--- src/design/tfrh_pkg.sv ---
// Shared types and constants for the two-field radix histogram.
package tfrh_pkg;

	localparam int INDEX_BITS_DEF = 10;

	localparam int HASH_W  = 32;
	localparam int BIN_W   = 10;
	localparam int COUNT_W = 32;

	localparam int FBITS_W  = 4;
	localparam int FSHIFT_W = 5;

	localparam int APB_ADDR_W = 4;
	localparam int APB_DATA_W = 32;

	localparam int OUT_DEPTH = 3;
	localparam int OUT_PTR_W = $clog2(OUT_DEPTH);
	localparam int OUT_LVL_W = $clog2(OUT_DEPTH + 1);

	localparam logic OP_COUNT = 1'b0;
	localparam logic OP_READ  = 1'b1;

	localparam logic [1:0] REG_HIGH_BITS  = 2'd0;
	localparam logic [1:0] REG_HIGH_SHIFT = 2'd1;
	localparam logic [1:0] REG_LOW_BITS   = 2'd2;
	localparam logic [1:0] REG_LOW_SHIFT  = 2'd3;

	typedef struct packed {
		logic [FBITS_W-1:0]  high_field_bits;
		logic [FSHIFT_W-1:0] high_field_shift;
		logic [FBITS_W-1:0]  low_field_bits;
		logic [FSHIFT_W-1:0] low_field_shift;
	} cfg_t;

	typedef struct packed {
		logic [BIN_W-1:0]   bin_index;
		logic [COUNT_W-1:0] bin_count;
	} result_t;

endpackage

--- src/design/tfrh_if.sv ---


interface tfrh_out_if;
	logic                         valid;
	logic                         ready;
	logic [tfrh_pkg::BIN_W-1:0]   bin_index;
	logic [tfrh_pkg::COUNT_W-1:0] bin_count;

	modport source (output valid, output bin_index, output bin_count, input ready);
	modport sink (input valid, input bin_index, input bin_count, output ready);
endinterface

--- src/design/tfrh_out_fifo.sv ---
// Small result FIFO that drives the result channel.
module tfrh_out_fifo (
	input  logic                              clk,
	input  logic                              arst_n,
	input  logic                              push,
	input  tfrh_pkg::result_t                 push_data,
	output logic [tfrh_pkg::OUT_LVL_W-1:0]    level,
	tfrh_out_if.source                        result
);

	localparam logic [tfrh_pkg::OUT_PTR_W-1:0] LAST_PTR =
		tfrh_pkg::OUT_PTR_W'(tfrh_pkg::OUT_DEPTH - 1);

	tfrh_pkg::result_t                  buf_q [tfrh_pkg::OUT_DEPTH];
	logic [tfrh_pkg::OUT_PTR_W-1:0]     wr_ptr_q;
	logic [tfrh_pkg::OUT_PTR_W-1:0]     rd_ptr_q;
	logic [tfrh_pkg::OUT_LVL_W-1:0]     level_q;
	logic                               pop;

	assign pop              = result.valid && result.ready;
	assign level            = level_q;
	assign result.valid     = (level_q != '0);
	assign result.bin_index = buf_q[rd_ptr_q].bin_index;
	assign result.bin_count = buf_q[rd_ptr_q].bin_count;

	always_ff @(posedge clk) begin
		if (push) begin
			buf_q[wr_ptr_q] <= push_data;
		end
	end

	always_ff @(posedge clk or negedge arst_n) begin
		if (!arst_n) begin
			wr_ptr_q <= '0;
			rd_ptr_q <= '0;
			level_q  <= '0;
		end else begin
			if (push) begin
				wr_ptr_q <= (wr_ptr_q == LAST_PTR) ? '0 : wr_ptr_q + 1'b1;
			end
			if (pop) begin
				rd_ptr_q <= (rd_ptr_q == LAST_PTR) ? '0 : rd_ptr_q + 1'b1;
			end
			if (push && !pop) begin
				level_q <= level_q + 1'b1;
			end else if (pop && !push) begin
				level_q <= level_q - 1'b1;
			end
		end
	end

endmodule

--- src/flat_wrapper.sv ---
// flat-port wrapper written by rule: the top's interface ports become plain ports
module tfrh_out_fifo_flat 
  (clk, arst_n, push, push_data, level, result_valid, result_bin_index, result_bin_count, result_ready);
  tfrh_out_if result_i ();
  input  logic clk;
  input  logic arst_n;
  input  logic push;
  input  tfrh_pkg::result_t push_data;
  output logic [tfrh_pkg::OUT_LVL_W-1:0] level;
  output wire logic [$bits(result_i.valid)-1:0] result_valid;
  output wire logic [$bits(result_i.bin_index)-1:0] result_bin_index;
  output wire logic [$bits(result_i.bin_count)-1:0] result_bin_count;
  input wire logic [$bits(result_i.ready)-1:0] result_ready;
  assign result_valid = result_i.valid;
  assign result_bin_index = result_i.bin_index;
  assign result_bin_count = result_i.bin_count;
  assign result_i.ready = result_ready;
  tfrh_out_fifo u_core (.clk(clk), .arst_n(arst_n), .push(push), .push_data(push_data), .level(level), .result(result_i));
endmodule
--- config.mk ---
export PLATFORM = sky130hd
export DESIGN_NAME = tfrh_out_fifo_flat
export DESIGN_NICKNAME = d
export VERILOG_FILES = /design/src/design/tfrh_pkg.sv /design/src/design/tfrh_if.sv /design/src/design/tfrh_out_fifo.sv /design/src/flat_wrapper.sv
export SDC_FILE = /design/constraint.sdc
export NUM_CORES = 1
export LEC_CHECK = 0
export BUFFER_PORTS_ARGS = -buffer_cell sky130_fd_sc_hd__buf_2
export CAP_MARGIN = 25
export CORE_UTILIZATION = 35
export CTS_CLUSTER_DIAMETER = 50
export CTS_CLUSTER_SIZE = 8
export DETAILED_ROUTE_END_ITERATION = 10
export PLACE_DENSITY_LB_ADDON = 0.05
export SLEW_MARGIN = 40
export SYNTH_ARGS = -nofsm -noshare
export SYNTH_HDL_FRONTEND = slang
export SYNTH_SLANG_ARGS = --single-unit
--- constraint.sdc ---
create_clock -name clk -period 4.4 [get_ports clk]
set_clock_uncertainty 0.1 [all_clocks]
set_input_delay 0.88 -clock clk [delete_from_list [all_inputs] [get_ports clk]]
set_output_delay 0.88 -clock clk [all_outputs]
set_load 0.01 [all_outputs]
== After elaboration in Yosys (flattened, before gate mapping) ==
Memories as Yosys holds them, arrays and structs flattened.
Cells that the tools add are included.
W data, S select, Z words.
Word-level totals
  bits in writable memories: 126
  memory bits (read-only): 0
  output and inout bits: 45
  bits in registers: 6
  latch bits: 0
  memories kept: 1
Memory list
  u_core.buf_q: depth 3, width 42, read ports 1, clocked after memory_dff 0, write ports 1, line tfrh_out_fifo.sv:14  | tfrh_pkg::result_t buf_q [tfrh_pkg::OUT_DEPTH];
Cells by class
  multiply operators: 0
  shift-type cells: 0
  eq/ne operators: 2
  multiplexer cells: 6
  add/subtract/negate cells: 4
  magnitude comparators: 0
  divide/modulo/power cells: 0
  reduce and logical (&&, ||, !) cells: 7
  bitwise operators: 0
Operators by type and width (count)
  $mux W2: 4
  $add A2 B1 Y2 const B: 3
  $eq A2 B2 Y1 const B: 2
  $reduce_bool A2 Y1: 2
  $logic_and A1 B1 Y1: 3
  $logic_not A1 Y1: 2
  $mux W1: 2
  $sub A2 B1 Y2 const B: 1

== Depth between registers and ports, before layout ==
Gate-level depths: netlist of run 1.
  depth in word-level cells: 5
  gate-level depth with buffers: 5

== Worst setup path before layout of run 1 ==
OpenSTA, ideal clock, no wires.
  path type: input -> register
  start point: input port push
  end point: memory u_core.buf_q[2][0] (netlist name), enable pin
  library setup time: 0.502 ns
  path buffers: 0
  cell stages on the path: 2
  setup slack: -0.239 ns
  required time: 3.798 ns
  arrival: 4.037 ns
  cell sequence: inv_1 > nor3b_1
On the way
  cells in the longest elaborated chain, start to end: 2
RTL lines
  from (decl): line flat_wrapper.sv:7  | input logic push;
  $mux W1: line tfrh_out_fifo.sv:27  | if (push) begin
  $mux W1 (not written as such): line tfrh_out_fifo.sv:28  | buf_q[wr_ptr_q] <= push_data;
  to (decl): line tfrh_out_fifo.sv:14
No other way between the ends.

== Final worst setup path of run 1 ==
  start point: register u_core.rd_ptr_q[0] (netlist name)
  end point: output port result_bin_count[4]
On the way
  cells in the longest elaborated chain, start to end: 1
RTL lines
  from (decl): line tfrh_out_fifo.sv:16  | logic [tfrh_pkg::OUT_PTR_W-1:0] rd_ptr_q;
  from (signal assigned): line tfrh_out_fifo.sv:42  | rd_ptr_q <= (rd_ptr_q == LAST_PTR) ? '0 : rd_ptr_q + 1'b1;
  $mem_v2 Z3 W42
  to (decl): line flat_wrapper.sv:12  | output wire logic [$bits(result_i.bin_count)-1:0] result_bin_count;
No other way between the ends.

==> results.tsv, run 1 <==
stage	metric	value	unit
synth	synth_adder_area_share	0.2511	%
clock_tree	cts_resized	0	
sta	hold_ws	0.1881	ns
cells_and_area	final_nets	439	
synth	syn_nets	338	
clock_tree	cts_buffers	17	
sta	fin_setup_tns	0	ns
grt	grt_pass1_wl	13970	um
worst_setup_path	critPathMaxFanout	27	
drt	dr.first_iter.drc_count	154	
synth	syn_avg_cell_area	17.13	sq um
placement	dp_hpwl	5466	um
synth	yosys.area.top_type_share	75.92	%
placement	pre_cts_slack	1.816	ns
floorplan	dieHeight	121.3	um
clock_tree	clk_pin_slew_worst_paths	0.05	ns
synth	yosysMostFrequentCell	edfxtp_1	
drt	drc_errors	0	
sta	max_freq	339.5	MHz
sta	finalCriticalPeriod	2.946	ns
floorplan	core_area	13880	sq um
placement	io_buffers	90	
placement	gp_congestion	0.6582	
floorplan	die_w	121.3	um
worst_setup_path	crit_type	register to output port	
cells_and_area	drive_gt1_share	30.62	%
power	powerDensity	665.0	nW/um^2
clock_tree	hold_buffers	0	
drt	dr.pass1.iters	4	
grt	grt_max_degree	49	
worst_setup_path	cp_data_arrival_time	1.97	ns
synth	netlist_area	4984	sq um
floorplan	die_area	14720	sq um
synth	synth_compound_area_share	4.946	%
clock_tree	post_cts_buffers	0	
placement	dpl-instance-area	5624	sq um
synth	async_flop_share	4.545	%
cells_and_area	n_antenna_cell	0	
grt	gr-total-overflow	0	
cells_and_area	stdcell_area	6111	sq um
sta	final_hold_viol_count	0	
sta	fin_ws	1.454	ns
power	power	4.064	mW
clock_tree	cts_tree	yes	
grt	grt_pass1_vias	2641	
synth	synth-simple-area-share	4.067	%
worst_setup_path	setup.worst_path.end_class	output port	
min_path	hp-class	input port to asynchronous set/reset pin	
clock_tree	cts_max_path_buffers	2	
synth	synth_xor_area_share	0.5272	%
clock_tree	insertion_delay	0.41	ns
sta	relSlewSlack	51.56	%
floorplan	std_cell_rows	43	
cells_and_area	area_delta_synth_final	22.62	%
sta	final.period_utilization	66.94	%
sta	slew_viol_final	0	
drt	routed_via_density	4.552	
drt	vias	2663	
sta	worst_slew_pin_slew	0.7267	ns
floorplan	start_util	35.90	%
worst_setup_path	required	3.42	ns
synth	synth_top_family_by_area	multiplexers	
grt	antenna_found_initial	0	
synth	synth-edff-count	126	
synth	synth_flop_cell	edfxtp_1	
synth	synth_common_cells	edfxtp_1, nand2_1, mux2i_1	
drt	wl_per_cell	15.72	um
drt	antenna_left	0	
power	p_leak	2.263	nW
clock_tree	cts_root_buf	clkbuf_16	
sta	finalSetupViolations	0	
synth	syn_inst	291	
synth	synth-seq-cells	132	
clock_tree	cts_sinks	132	
worst_setup_path	cp-start-kind	register	
floorplan	io-pin-count	91	
run_status	status	finished, final reports clean	
power	irDropWorstVdd	0.3154	mV
grt	grt_usage	13.43	%
synth	synth_mux_area_share	8.436	%
run	cap_violations	0	
synth	seq_area_frac_synth	78.94	%
synth	synth_area_leaders	edfxtp_1, mux2i_1, o21ai_1, nand2_1, dfrtp_1	
clock_tree	htreeDepth	4	
sta	rsz0062_at_grt	no	
synth	ys_types	22	
synth	synth_warnings	0	
drt	routed_wl	9194	um
synth	synth_area_leader_cell	edfxtp_1	
## state kept, by name, indices dropped and copies added (netlist names)
register / flops
u_core.buf_q: 126
u_core.level: 2
u_core.rd_ptr_q: 2
u_core.wr_ptr_q: 2
## final timing paths
path                                        to  slack, ns  depth (start not counted)               start
hold / removal                 u_core.level[1]       0.19                          1              arst_n
min in group clk               u_core.level[1]       0.42                          1     u_core.level[1]
hold reg to reg                u_core.level[1]       0.42                          1     u_core.level[1]
max in group asynchronous   u_core.rd_ptr_q[1]       3.86                          1              arst_n
setup / recovery           result_bin_count[4]       1.45                          4  u_core.rd_ptr_q[0]
setup reg to reg           u_core.buf_q[1][27]       2.49                          3  u_core.wr_ptr_q[0]
## worst max-delay path, cell delays in order (launching register included)
cell     delay (ns)
dfrtp_2        0.73
buf_12         0.31
mux2i_1        0.25
o21ai_1        0.10
buf_2          0.15
## power breakdown
| part | internal (mW) | switching, mW |
|---|---|---|
| sequential | 1.62 | 0.160 |
| combinational | 0.472 | 0.659 |
| clock | 0.702 | 0.450 |
## through the flow
step                std cells  utilization (%)
floorplan                 291                -
global placement          553            40.52
detailed placement        553            40.52
CTS                       585            44.02
global route              585            44.02
finish                    585            44.02
## cell usage in the layout, fill, tap and decap left out, drive strengths merged, types with 2 or more instances in the layout
master / netlist / final
nor3: 2 / 2
edfxtp: 126 / 126
nor2: 2 / 2
buf: 11 / 96
a21o: 3 / 3
o21ai: 44 / 44
mux2i: 42 / 42
clkinv: 0 / 9
dfrtp: 6 / 6
nand2: 44 / 44
clkbuf: 3 / 23
xor2: 2 / 2
## cells by family after synthesis
logic type	Yosys count
adders and majority gates	1
and+or+nand+nor	51
AOI/OAI and AO/OA	47
buffers and inverters	15
DFF	132
xor gates and xnor gates	3
muxes	42
## per-layer routing
| layer | routed length, um | share of wire, % | vias up | track usage (%) |
|---|---|---|---|---|
| li1 | - | - | 1303 | - |
| met1 | 4067 | 44 | 1266 | 15.86 |
| met2 | 4373 | 48 | 80 | 21.06 |
| met3 | 577 | 6.3 | 14 | 5.310 |
| met4 | 176 | 1.9 | 0 | 6.944 |
| met5 | 0 | 0 | - | 0 |
## area by class of cell
type | count | area (sq um)
Fill cell | 1273 | 7770
Sequential cell | 132 | 3936
Multi-Input combinational cell | 144 | 938.4
Timing Repair Buffer | 96 | 520.5
Clock buffer | 23 | 447.9
Tap cell | 180 | 225.2
Clock inverter | 9 | 38.79
Inverter | 1 | 3.754
No activity file was read; power rests on OpenSTA's default activity.
==> run 2, diff against run 1 <==
==> constraint.sdc (replaced) <==
create_clock -name clk -period 2.7 [get_ports clk]
set_clock_uncertainty 0.1 [all_clocks]
set_input_delay 0.54 -clock clk [delete_from_list [all_inputs] [get_ports clk]]
set_output_delay 0.54 -clock clk [all_outputs]
set_load 0.01 [all_outputs]
==> run 2 against run 1 <==
Compared with the run above:
- wire length fell by 4.2%
- count of clock-buffer cells in the layout did not move
- register-to-register slack got worse by 1.4 ns
- design area rose by 0.51%
- power rose by 63%
==> results.tsv, run 2 (synthesis gave the netlist of run 1 again) <==
stage	metric	value	unit
run_status	status	finished, final reports clean	
power	p_leak	2.276	nW
worst_setup_path	r2r_slack	1.14	ns
placement	dpl-instance-area	5647	sq um
clock_tree	clk_pin_slew_worst_paths	0.05	ns
clock_tree	cts_sinks	132	
cells_and_area	drive_gt1_share	31.13	%
sta	finalCriticalPeriod	2.441	ns
grt	grt_pass1_vias	2637	
drt	routed_wl	8804	um
placement	place_inst	556	
cells_and_area	final_common_cell	edfxtp_1	
sta	finalSetupViolations	0	
worst_setup_path	path_cells	buf_4 > nand2_1 > o21ai_1 > buf_2	
worst_setup_path	path_delay_family	flip-flops	
cells_and_area	fillers	1278	
power	irDropWorstVdd	0.4741	mV
drt	drc_errors	0	
placement	dp_hpwl	5455	um
sta	final.period_utilization	90.41	%
sta	rsz0062_at_grt	no	
clock_tree	cts_tree	yes	
drt	vias	2659	
grt	antenna_found_initial	1	
grt	grt_usage	13.06	%
clock_tree	cts_root_buf	clkbuf_16	
worst_setup_path	required	2.06	ns
clock_tree	insertion_delay	0.40	ns
grt	grt_pass1_wl	13760	um
clock_tree	cts_resized	0	
floorplan	io-pin-count	91	
cells_and_area	area_delta_synth_final	23.25	%
worst_setup_path	cp_slowest_cell	dfrtp_2	
worst_setup_path	crit_type	register to output port	
floorplan	std_cell_rows	43	
cells_and_area	largest-register	u_core.buf_q	
clock_tree	htreeDepth	4	
floorplan	die_area	14720	sq um
drt	routed_via_density	4.522	
power	powerDensity	1076	nW/um^2
clock_tree	cts_buffers	17	
worst_setup_path	startpoint	u_core.rd_ptr_q[1]	
sta	worst_slew_pin_slew	0.5810	ns
sta	final_hold_viol_count	0	
floorplan	die_w	121.3	um
drt	dr.pass1.iters	4	
clock_tree	cts_max_path_buffers	2	
cells_and_area	most-common-layout-cells	edfxtp_1, buf_2, nand2_1	
sta	max_freq	409.7	MHz
worst_setup_path	r2r-start	u_core.rd_ptr_q[1]	
sta	relSlewSlack	61.27	%
cells_and_area	final_nets	443	
drt	dr.first_iter.drc_count	100	
cells_and_area	largest_reg_flops	126	
worst_setup_path	cp_data_arrival_time	1.80	ns
worst_setup_path	slowest_delay	0.73	ns
sta	hold_ws	0.2387	ns
worst_setup_path	critical_path_buf_inv_count	2	
cells_and_area	utilization	44.25	%
worst_setup_path	setup.worst_path.end_class	output port	
drt	wl_per_cell	14.97	um
placement	gp_congestion	0.6619	
grt	grt_max_degree	44	
min_path	hp-class	input port to register	
cells_and_area	stdcell_area	6142	sq um
sta	slew_viol_final	0	
grt	gr-total-overflow	0	
floorplan	core_area	13880	sq um
cells_and_area	fin_cells	588	
min_path	min-delay-start	push_data[41]	
floorplan	dieHeight	121.3	um
worst_setup_path	critPathMaxFanout	34	
drt	antenna_left	0	
cells_and_area	n_antenna_cell	0	
run	cap_violations	0	
worst_setup_path	cp-start-kind	register	
floorplan	start_util	35.90	%
placement	io_buffers	90	
==> run 2: path summary, 6_finish.rpt <==
| kind | end | cells past startpoint |
|---|---|---|
| hold / removal | u_core.buf_q[0][41] | 1 |
| min in group asynchronous | u_core.level[1] | 2 |
| setup reg to reg | u_core.rd_ptr_q[0] | 3 |
| hold reg to reg | u_core.level[1] | 1 |
| setup / recovery | result_bin_index[6] | 4 |
| max in group asynchronous | u_core.rd_ptr_q[1] | 2 |
==> run 2: cell type report <==
type	instances	area [sq um]	area share (%)
clock buffer	23	447.9	7.293
multi-input combinational	144	938.4	15.28
inverter	1	3.754	0.06111
tap	180	225.2	3.667
clock inverter	8	37.54	0.6111
timing repair buffer	100	553.0	9.004
sequential	132	3936	64.09
==> run 2: report_power, final <==
part	total [mW]	switching, mW	internal, mW
Combinational	1.91	1.13	0.782
Clock	1.88	0.736	1.15
Sequential	2.82	0.177	2.64
Total	6.61	2.04	4.57
==> run 2: routing by layer <==
metal	up-vias	wire (um)	track usage (%)
met5	-	13	0
met4	2	175	6.713
met3	18	446	4.511
met2	68	4327	21.16
met1	1265	3841	15.28
li1	1306	-	-
==> run 2: per-stage QoR <==
stage / TNS [ns] / worst slack, ns / power, mW
after floorplan: -9.663 / -0.1238 / 4.146
after global placement: 0 / 0.6476 / 4.829
after detailed placement: 0 / 0.6297 / 4.835
after CTS: 0 / 0.1876 / 6.748
after global routing: 0 / 0.03813 / 7.008
final: 0 / 0.2590 / 6.609
==> run 2: repair_timing <==
| item | CTS | global route |
|---|---|---|
| setup buffers | 0 | 0 |
| hold buffers | 1 | 0 |
| endpoints found under the hold margin | 6 | 0 |
==> run 3, diff against run 2 <==
--- a/config.mk
+++ b/config.mk
@@ -7,7 +7,7 @@
 export LEC_CHECK = 0
 export BUFFER_PORTS_ARGS = -buffer_cell sky130_fd_sc_hd__buf_2
 export CAP_MARGIN = 25
-export CORE_UTILIZATION = 35
+export CORE_UTILIZATION = 50
 export CTS_CLUSTER_DIAMETER = 50
 export CTS_CLUSTER_SIZE = 8
 export DETAILED_ROUTE_END_ITERATION = 10
==> run 3 against run 2 <==
Compared with the run above:
- first-iteration DRC count up 21%
- die area down 30%
- flip-flop and latch count did not move
- setup slack got worse by 0.088 ns
- core utilization rose by 20 points
- maximum frequency down 3.5%
- design area increased by 2.0%
- critical path depth is the same
- highest routed layer is now met4
==> results.tsv, run 3 (synthesis gave the netlist of run 1 again) <==
stage	metric	value	unit
drt	vias	2699	
floorplan	die_area	10370	sq um
floorplan	io-pin-count	91	
grt	antenna_found_initial	0	
worst_setup_path	critical_path_buf_inv_count	2	
power	p_leak	2.359	nW
cells_and_area	stdcell_area	6264	sq um
floorplan	die_w	101.8	um
cells_and_area	utilization	64.38	%
sta	hold_ws	0.1223	ns
power	pwr-share-seq	39.6	%
sta	slew_viol_final	0	
clock_tree	cts_root_buf	clkbuf_8	
grt	grt_pass1_wl	12860	um
sta	worst_slew_pin_slew	0.5560	ns
sta	rsz0062_at_grt	no	
drt	routed_wl	8459	um
drt	dr.first_iter.drc_count	121	
power	powerDensity	1155	nW/um^2
sta	final_hold_viol_count	0	
clock_tree	post_cts_buffers	0	
sta	final.period_utilization	93.68	%
worst_setup_path	path_delay_family	flip-flops	
cells_and_area	final_nets	445	
placement	dpl-instance-area	5603	sq um
sta	finalSetupViolations	0	
drt	routed_via_density	4.961	
worst_setup_path	slowest_delay	0.62	ns
floorplan	dieHeight	101.8	um
worst_setup_path	cp-start-kind	register	
drt	antenna_left	0	
cells_and_area	n_antenna_cell	0	
cells_and_area	area_delta_synth_final	25.68	%
drt	drc_errors	0	
clock_tree	clk_pin_slew_worst_paths	0.06	ns
floorplan	std_cell_rows	36	
clock_tree	insertion_delay	0.51	ns
placement	io_buffers	90	
sta	fin_ws	0.1706	ns
grt	gr-total-overflow	0	
worst_setup_path	cp_slowest_cell	dfrtp_2	
worst_setup_path	required	2.06	ns
placement	gp_congestion	0.7201	
power	p_sw	2.117	mW
sta	max_freq	395.4	MHz
clock_tree	cts_buffers	17	
run_status	status	finished, final reports clean	
cells_and_area	most-common-layout-cells	edfxtp_1, buf_2, nand2_1	
placement	pre_cts_slack	0.6988	ns
grt	grt_usage	17.58	%
cells_and_area	drive_gt1_share	33.33	%
worst_setup_path	crit_type	register to output port	
power	irDropWorstVdd	0.6286	mV
worst_setup_path	setup.worst_path.end_class	output port	
placement	dp_hpwl	5029	um
sta	relSlewSlack	62.94	%
clock_tree	cts_tree	yes	
drt	dr.pass1.iters	4	
drt	wl_per_cell	15.55	um
worst_setup_path	critPathMaxFanout	14	
sta	finalCriticalPeriod	2.529	ns
cells_and_area	final_common_cell	edfxtp_1	
clock_tree	cts_max_path_buffers	2	
floorplan	core_area	9729	sq um
power	sw_frac_of_total	29.27	%
worst_setup_path	cp_data_arrival_time	1.89	ns
clock_tree	htreeDepth	4	
cells_and_area	largest_reg_flops	126	
clock_tree	cts_sinks	132	
min_path	hp-class	input port to register	
power	p_int	5.115	mW
clock_tree	cts_resized	0	
grt	grt_pass1_vias	2608	
power	p_comb_share	26.1	%
grt	grt_max_degree	44	
worst_setup_path	path_cells	buf_4 > mux2i_1 > o21ai_1 > buf_2	
power	clkPwrFrac	34.3	%
run	cap_violations	0	
cells_and_area	largest-register	u_core.buf_q	
floorplan	start_util	51.22	%
==> run 3: cell types whose count changed in the layout (fill, tap and decap cells not counted), sizes merged <==
cell and delta:
bufinv +6, clkinv -1, buf +2, clkbuf -6
clkinvlp +2
==> run 3: area by class of cell <==
cell class | instances | area (sq um)
Sequential cell | 132 | 3936
Multi-Input combinational cell | 144 | 938.4
Clock inverter | 15 | 236.5
Inverter | 1 | 3.754
Clock buffer | 17 | 414.1
Timing Repair Buffer | 102 | 568.0
Tap cell | 133 | 166.4
Fill cell | 717 | 3466
==> run 3: routing by layer <==
layer	wire length, um	track usage, %	share of wire [%]	vias up
met1	3776	21.43	45	1299
met3	526	6.566	6.2	12
met2	4033	28.01	48	78
met4	123	8.242	1.5	0
met5	0	0	0	-
li1	-	-	-	1310
==> run 3: power by group through the flow <==
stage | registers, mW | clock network, mW | logic [mW]
4_1_cts | 2.87 | 2.52 | 1.92
6_report | 2.86 | 2.48 | 1.89
2_1_floorplan | 2.79 | 0 | 1.36
3_5_place_dp | 2.90 | 0 | 1.92
3_3_place_gp | 2.90 | 0 | 1.91
5_1_grt | 2.90 | 2.60 | 2.08
==> run 3: stage by stage <==
step / power, mW / TNS, ns / cells
after floorplan: 4.146 / -9.663 / 291
after global placement: 4.806 / 0 / 511
after detailed placement: 4.822 / 0 / 511
after CTS: 7.309 / 0 / 544
after global routing: 7.584 / 0 / 544
final: 7.231 / 0 / 544
==> run 3: path summary, 6_finish.rpt <==
path	depth (start not counted)	endpoint	slack [ns]	from
worst max-delay path	4	result_bin_index[2]	0.17	u_core.rd_ptr_q[0]
worst min-delay path	1	u_core.buf_q[2][29]	0.12	push_data[29]
worst max register to register	2	u_core.buf_q[2][32]	1.06	u_core.wr_ptr_q[1]
worst min register to register	1	u_core.level[1]	0.43	u_core.level[1]
max in group asynchronous	2	u_core.rd_ptr_q[1]	2.06	arst_n
min in group asynchronous	2	u_core.level[1]	0.28	arst_n
==> run 3: worst reg2reg max path, delay by kind of cell, from the launching register on <==
| kind | cells | cell delay, ns |
|---|---|---|
| flip-flops | 1 | 0.47 |
| buffers and inverters | 1 | 0.46 |
| AND/OR/NAND/NOR | 1 | 0.23 |
==> run 3: what timing repair did <==
| item | 4_1_cts | 5_1_grt |
|---|---|---|
| hold buffers | 1 | 0 |
| endpoints found under the hold margin | 6 | 0 |
| setup endpoints to repair | 0 | 0 |
